==> src/hdl/dtsp_pkg.sv <==
package dtsp_pkg;

    // register map, index = paddr[4:2]
    localparam logic [2:0] REG_TARGET_X      = 3'd0;
    localparam logic [2:0] REG_TARGET_Y      = 3'd1;
    localparam logic [2:0] REG_START_SPEED   = 3'd2;
    localparam logic [2:0] REG_FINAL_SPEED   = 3'd3;
    localparam logic [2:0] REG_ACCEL_FRACTION = 3'd4;
    localparam logic [2:0] REG_DECEL_FRACTION = 3'd5;
    localparam logic [2:0] REG_SPEED_CEILING = 3'd6;
    localparam logic [2:0] REG_SPEED_FLOOR   = 3'd7;

    localparam logic [31:0] START_SPEED_RST   = 32'd655;
    localparam logic [31:0] SPEED_CEILING_RST = 32'd131072;

    localparam int RAD_W  = 66;   // radicand of the distance root
    localparam int ROOT_W = 33;   // distance, Q17.16
    localparam int REM_W  = 35;   // root remainder, holds 2*root
    localparam int DIV_W  = 50;   // ramp numerator and denominator
    localparam int QUO_W  = 32;   // ramp ratio, Q0.32

    localparam logic [16:0] ONE_Q16       = 17'd65536;
    localparam logic [16:0] TINY_MAX      = 17'd6;
    localparam logic [16:0] LOW_ACCEL_MAX = 17'd3276;

    // floor(L/10) = (L * ceil(2^36/10)) >> 36, exact for L < 2^34
    localparam logic [32:0] TENTH_MUL   = 33'd6871947674;
    localparam int          TENTH_SHIFT = 36;

endpackage

==> src/hdl/dtsp_sqrt.sv <==
module dtsp_sqrt #(
    parameter int SIDE_W = 1
) (
    input  logic                        clk,
    input  logic                        rst_n,
    input  logic                        en,
    input  logic                        in_valid,
    input  logic [dtsp_pkg::RAD_W-1:0]  in_rad,
    input  logic [SIDE_W-1:0]           in_side,
    output logic                        out_valid,
    output logic [dtsp_pkg::ROOT_W-1:0] out_root,
    output logic [SIDE_W-1:0]           out_side
);

    localparam int STEPS = dtsp_pkg::ROOT_W;

    logic                        valid_reg [STEPS];
    logic [dtsp_pkg::RAD_W-1:0]  rad_reg   [STEPS];
    logic [dtsp_pkg::REM_W-1:0]  rem_reg   [STEPS];
    logic [dtsp_pkg::ROOT_W-1:0] root_reg  [STEPS];
    logic [SIDE_W-1:0]           side_reg  [STEPS];

    // one result bit per stage, two radicand bits consumed per stage
    for (genvar k = 0; k < STEPS; k++)
    begin : g_step
        logic                        v_prev;
        logic [dtsp_pkg::RAD_W-1:0]  rad_prev;
        logic [dtsp_pkg::REM_W-1:0]  rem_prev;
        logic [dtsp_pkg::ROOT_W-1:0] root_prev;
        logic [SIDE_W-1:0]           side_prev;
        logic [dtsp_pkg::REM_W+1:0]  rem_sh;
        logic [dtsp_pkg::REM_W+1:0]  trial;
        logic [dtsp_pkg::REM_W-1:0]  rem_next;
        logic [dtsp_pkg::ROOT_W-1:0] root_next;

        if (k == 0)
        begin : g_first
            assign v_prev    = in_valid;
            assign rad_prev  = in_rad;
            assign rem_prev  = '0;
            assign root_prev = '0;
            assign side_prev = in_side;
        end
        else
        begin : g_rest
            assign v_prev    = valid_reg[k-1];
            assign rad_prev  = rad_reg[k-1];
            assign rem_prev  = rem_reg[k-1];
            assign root_prev = root_reg[k-1];
            assign side_prev = side_reg[k-1];
        end

        always_comb
        begin
            rem_sh = {rem_prev, rad_prev[dtsp_pkg::RAD_W-1-2*k -: 2]};
            trial  = {2'b00, root_prev, 2'b01};
            if (rem_sh >= trial)
            begin
                rem_next  = dtsp_pkg::REM_W'(rem_sh - trial);
                root_next = {root_prev[dtsp_pkg::ROOT_W-2:0], 1'b1};
            end
            else
            begin
                rem_next  = rem_sh[dtsp_pkg::REM_W-1:0];
                root_next = {root_prev[dtsp_pkg::ROOT_W-2:0], 1'b0};
            end
        end

        always_ff @(posedge clk or negedge rst_n)
        begin
            if (!rst_n)
            begin
                valid_reg[k] <= 1'b0;
            end
            else if (en)
            begin
                valid_reg[k] <= v_prev;
            end
        end

        always_ff @(posedge clk)
        begin
            if (en)
            begin
                rad_reg[k]  <= rad_prev;
                rem_reg[k]  <= rem_next;
                root_reg[k] <= root_next;
                side_reg[k] <= side_prev;
            end
        end
    end

    assign out_valid = valid_reg[STEPS-1];
    assign out_root  = root_reg[STEPS-1];
    assign out_side  = side_reg[STEPS-1];

endmodule

==> config.mk <==
export PLATFORM = sky130hd
export DESIGN_NAME = dtsp_sqrt
export DESIGN_NICKNAME = d
export VERILOG_FILES = /design/src/hdl/dtsp_pkg.sv /design/src/hdl/dtsp_sqrt.sv
export SDC_FILE = /design/constraint.sdc
export NUM_CORES = 2
export LEC_CHECK = 0
export BUFFER_PORTS_ARGS = -buffer_cell sky130_fd_sc_hd__buf_2
export CORE_MARGIN = 5
export CORE_UTILIZATION = 38
export DETAILED_ROUTE_END_ITERATION = 16
export GPL_TIMING_DRIVEN = 0
export PLACE_DENSITY_LB_ADDON = 0.2
export SETUP_SLACK_MARGIN = 0.3
export SYNTH_ARGS = -nofsm -noshare
export SYNTH_HDL_FRONTEND = slang
export SYNTH_MEMORY_MAX_BITS = 65536
export SYNTH_SLANG_ARGS = --single-unit
==> constraint.sdc <==
create_clock -name clk -period 6.8 [get_ports clk]
set_input_delay 0.34 -clock clk [delete_from_list [all_inputs] [get_ports clk]]
set_output_delay 0.34 -clock clk [all_outputs]
set_load 0.05 [all_outputs]
# Word level (Yosys, flattened, before mapping)
# Memory sizes are Yosys's and may differ from the RTL's.
# Cells that the tools add are included.
# Widths: inputs -> output; s select.
dict set report word_totals {
  n_memories 4
  inputBits 71
  elab_cells 171
  out_inout_bits 35
  register_bits 33
  ram_bits 4455
}
# name words word_bits rd rd_clocked_by_memory_dff write_ports line
set mem_list {}
lappend mem_list {rad_reg 33 66 32 0 33 dtsp_sqrt.sv:18} ;# logic [dtsp_pkg::RAD_W-1:0] rad_reg [STEPS];
lappend mem_list {rem_reg 33 35 32 0 33 dtsp_sqrt.sv:19} ;# logic [dtsp_pkg::REM_W-1:0] rem_reg [STEPS];
lappend mem_list {root_reg 33 33 33 0 33 dtsp_sqrt.sv:20} ;# logic [dtsp_pkg::ROOT_W-1:0] root_reg [STEPS];
lappend mem_list {side_reg 33 1 33 0 33 dtsp_sqrt.sv:21} ;# logic [SIDE_W-1:0] side_reg [STEPS];
dict set report op_classes {
  muxes 68
  magnitude_cmp 33
  add_sub_neg 33
}
# op n
set op_table {}
lappend op_table {{$ge 37x35->1} 32}
lappend op_table {{$mux 35} 33}
lappend op_table {{$sub 35x35->35} 32}
lappend op_table {{$mux 1} 35}
lappend op_table {{$sub 2x1->3 const B} 1}
lappend op_table {{$ge 2x1->1 const B} 1}

# Logic depth before layout (Yosys ltp)
# An unclocked memory read counts as a cell.
dict set report depth {
  depth_word 3
  mapped_depth 16
  ltp_nobuf 14
}

# Worst setup path before layout
# No wires, ideal clock.
dict set report synth_path {
  path_type {flip-flop to flip-flop}
  from {mem rem_reg[0][1016] (netlist bit)}
  to {mem rem_reg[0][1081] (netlist bit), data pin}
  n_path_buf 1
  setup_ns 0.260
  synth_period_minus_slack_ns 3.799
  required_time_ns 6.540
  stages_incl_launch_ff 13
  arrival_ns 3.539
  slack_ns 3.001
  cell_sequence {edfxtp_1 ha_1 or3_1 o22a_1 a21oi_1 a211oi_1 a211oi_1 o31ai_1 a31o_2 a211o_1 nor2_1 clkbuf_1 mux2_2}
}
# element line
set synth_lines {}
lappend synth_lines {{start, declared} dtsp_sqrt.sv:19}

==> results.sh <==
export IMPL_status="finished, final reports clean"
export IMPL_clkPwrFrac=0.340
export IMPL_max_vdd_ir_drop_mv=0.2302
export IMPL_crit_type="reg -> reg"
export IMPL_yosys_warnings=0
export IMPL_clock_latency_ns=0.90
export IMPL_layout_commonest_cell="edfxtp_1"
export IMPL_die_area_sq_mm=0.3435
export IMPL_leakagePower_nw=54.38
export IMPL_place_congestion=0.9036
export IMPL_drt_antenna_violating_nets=0
export IMPL_initial_core_util=0.3815
export IMPL_worstPathArrival_ns=6.26
export IMPL_largest_reg_flops=1067
export IMPL_grt_pass1_vias=75458
export IMPL_rsz0062_at_grt="no"
export IMPL_dieWidth_um=586.1
export IMPL_vias=74778
export IMPL_dpl_cell_area_sq_mm=0.1326
export IMPL_drive_above_1_share=0.07138
export IMPL_async_flop_share=0.01200
export IMPL_path_buf_inv=3
export IMPL_instances_no_fill=14748
export IMPL_core_sq_mm=0.3305
export IMPL_worstReg2RegStart="root_reg[1][468]"
export IMPL_final_setup_tns_ns=0
export IMPL_p_int_w=0.03522
export IMPL_cts_buffers=317
export IMPL_power_frac_comb=0.192
export IMPL_ys_ff_latch=2750
export IMPL_yosysTopAreaCellShare=0.6470
export IMPL_crit_fanout=10
export IMPL_hold_viol=0
export IMPL_worst_pin_slew_ns=1.303
export IMPL_skew_ns=0.04363
export IMPL_drc=0
export IMPL_grt_total_usage=0.1512
export IMPL_final_period_utilization=0.8350
export IMPL_grt_start_max_net_pins=197
export IMPL_register_area_sq_mm=0.08241
export IMPL_first_iter_violations=4475
export IMPL_start_kind="flip-flop"
export IMPL_post_cts_buffers=0
export IMPL_relSlewSlack=0.1235
export IMPL_grt_pass1_wl_um=418300
export IMPL_cpPeakStageDelay_ns=0.90
export IMPL_synth_area_sq_mm=0.1261
export IMPL_crit_required_ns=7.39
export IMPL_syn_inst=9607
export IMPL_clock_fmax_ghz=0.1761
export IMPL_crit_chain="inv_1, ha_1, and4_1, and2_0, a221oi_1, o21ai_0, a21o_1, a211oi_1, o21ai_0, a31oi_1, o211ai_1, clkbuf_1, clkbuf_1, a21oi_1"
export IMPL_cts_buffer_depth=4
export IMPL_antenna_found_initial=2
export IMPL_crit_start="root_reg[1][468]"
export IMPL_syn_area_per_cell_sq_um=13.13
export IMPL_most_common_layout_cells="edfxtp_1 (2,717), inv_1 (738), nand2_1 (713)"
export IMPL_firstDrtPassIters=6
export IMPL_path_clk_slew_ns=0.06
export IMPL_yosys_top_cells_area="edfxtp_1 (65%), ha_1 (5.9%), xnor2_1 (3.3%), xor2_1 (2.9%), inv_1 (2.2%)"
export IMPL_synth_cell_type_count=83
export IMPL_wirelength_um=265500
export IMPL_via_per_inst=5.070
export IMPL_dp_hpwl_um=192000
export IMPL_synth_top_area_cell="edfxtp_1"
export IMPL_clkSinkCount=2750
export IMPL_wl_per_cell_um=18.00
export IMPL_final_cell_area_sq_mm=0.1435
export IMPL_pwr_density_cell_mw_per_mm2=340.3
export IMPL_drv_cap=0
export IMPL_switching_share=0.2788
export IMPL_io_buffers=105
export IMPL_nets=10790
export IMPL_p_sw_w=0.01362
export IMPL_cpLargestDelayFamily="compound AO/OA/AOI/OAI gates"
export IMPL_ys_seq_area_frac=0.6535
export IMPL_dp_cells=14096
export IMPL_cts_resized=0
export IMPL_cts_hold_buffers_added=73
export IMPL_cts_tree="done"
export IMPL_maxSlewViolCount=0
export IMPL_ys_flop_type="edfxtp_1"
export IMPL_syn_to_final_growth_pct=13.79
export IMPL_h_tree_depth=5
export IMPL_cp_slowest_cell="o211ai_1"
export IMPL_final_fill_count=29886
export IMPL_end_kind="flip-flop"
export IMPL_setup_viol=0
export IMPL_synth_edff_count=2717
export IMPL_multiInputGateArea_sq_mm=0.04031
export IMPL_min_path_type="in -> reg"
export IMPL_die_h_um=586.1
export IMPL_period_needed_ns=5.678
export IMPL_seqPwrFrac=0.468
export IMPL_min_delay_start="in_rad[40]"
export IMPL_io_pin_count=106
export IMPL_rows=211
export IMPL_overflow=0
export IMPL_syn_nets=10274
export IMPL_root_buffer="clkbuf_16"
## routing by layer
| layer | GRT usage | part of all wire | vias to the layer above |
|---|---|---|---|
| met5 | 0 | 0 | - |
| met4 | 0.06377 | 0.045 | 0 |
| met3 | 0.02456 | 0.045 | 584 |
| met2 | 0.2513 | 0.47 | 1615 |
| met1 | 0.1969 | 0.44 | 36015 |
| li1 | - | - | 36564 |
## cell families (layout without fill, tap and decap cells)
kind of cell,after synthesis,count (layout),synth area share
mux,111,111,0.009723
xor+xnor,889,889,0.06174
flops,2750,2750,0.6535
buf+inv,905,1679,0.02698
compound gates,1903,1903,0.09372
fa+ha+maj,596,596,0.05913
simple gates,2452,2452,0.09517
other cells,1,2,0.00002974
## Yosys cell counts (all sizes together) (110+ instances only)
| cell | n |
|---|---|
| ha | 596 |
| nor3 | 234 |
| nor4 | 121 |
| xnor2 | 468 |
| o21a | 110 |
| clkbuf | 155 |
| edfxtp | 2717 |
| inv | 738 |
| o21ai | 532 |
| nand2 | 713 |
| xor2 | 421 |
| a21oi | 542 |
| nand2b | 138 |
| a21o | 299 |
| nor2 | 536 |
| nand3 | 153 |
## power groups by stage
stage	sequential [W]	clock [W]	combinational, W
5_1_grt	0.0231	0.0180	0.0105
3_5_place_dp	0.0232	0	0.00929
2_1_floorplan	0.0226	0	0.00687
3_3_place_gp	0.0246	0	0.00914
6_report	0.0229	0.0166	0.00937
4_1_cts	0.0229	0.0173	0.00938
## per-stage QoR
stage               total power [W]  setup WS, ns  hold slack, ns  utilization
CTS                         0.04958         1.055         0.03657       0.4341
global route                0.05158        0.8700         0.07361       0.4342
floorplan                   0.02946         3.001         0.04441            -
detailed placement          0.03251         1.097          0.4045       0.4011
global placement            0.03377        -37.86          0.4004       0.3997
finish                      0.04884         1.122          0.1459       0.4342
## path summary, 6_finish.rpt
| kind | to | slack [ns] | cells after the start |
|---|---|---|---|
| worst max-delay path | rem_reg[0][1100] | 1.12 | 14 |
| worst min register to register | rad_reg[0][1122] | 0.40 | 0 |
| max in group asynchronous | g_step[29].v_prev | 6.13 | 4 |
| min in group asynchronous | g_step[28].v_prev | 0.50 | 4 |
| worst min-delay path | rad_reg[0][40] | 0.15 | 2 |
| worst max register to register | rem_reg[0][1100] | 1.12 | 14 |
## final cells by class
cell class              instances  area share
flip-flops and latches       2750      0.5743
multi-input cells            5952      0.2809
clock buffers                 384     0.05822
well taps                    4366     0.03807
inverters                     740     0.01936
clock inverters               193     0.01253
repair buffers                197     0.01228
plain buffers                 165    0.004351
diodes                          1  0.00001744
Note: power is estimated with default switching activity, not from simulation.
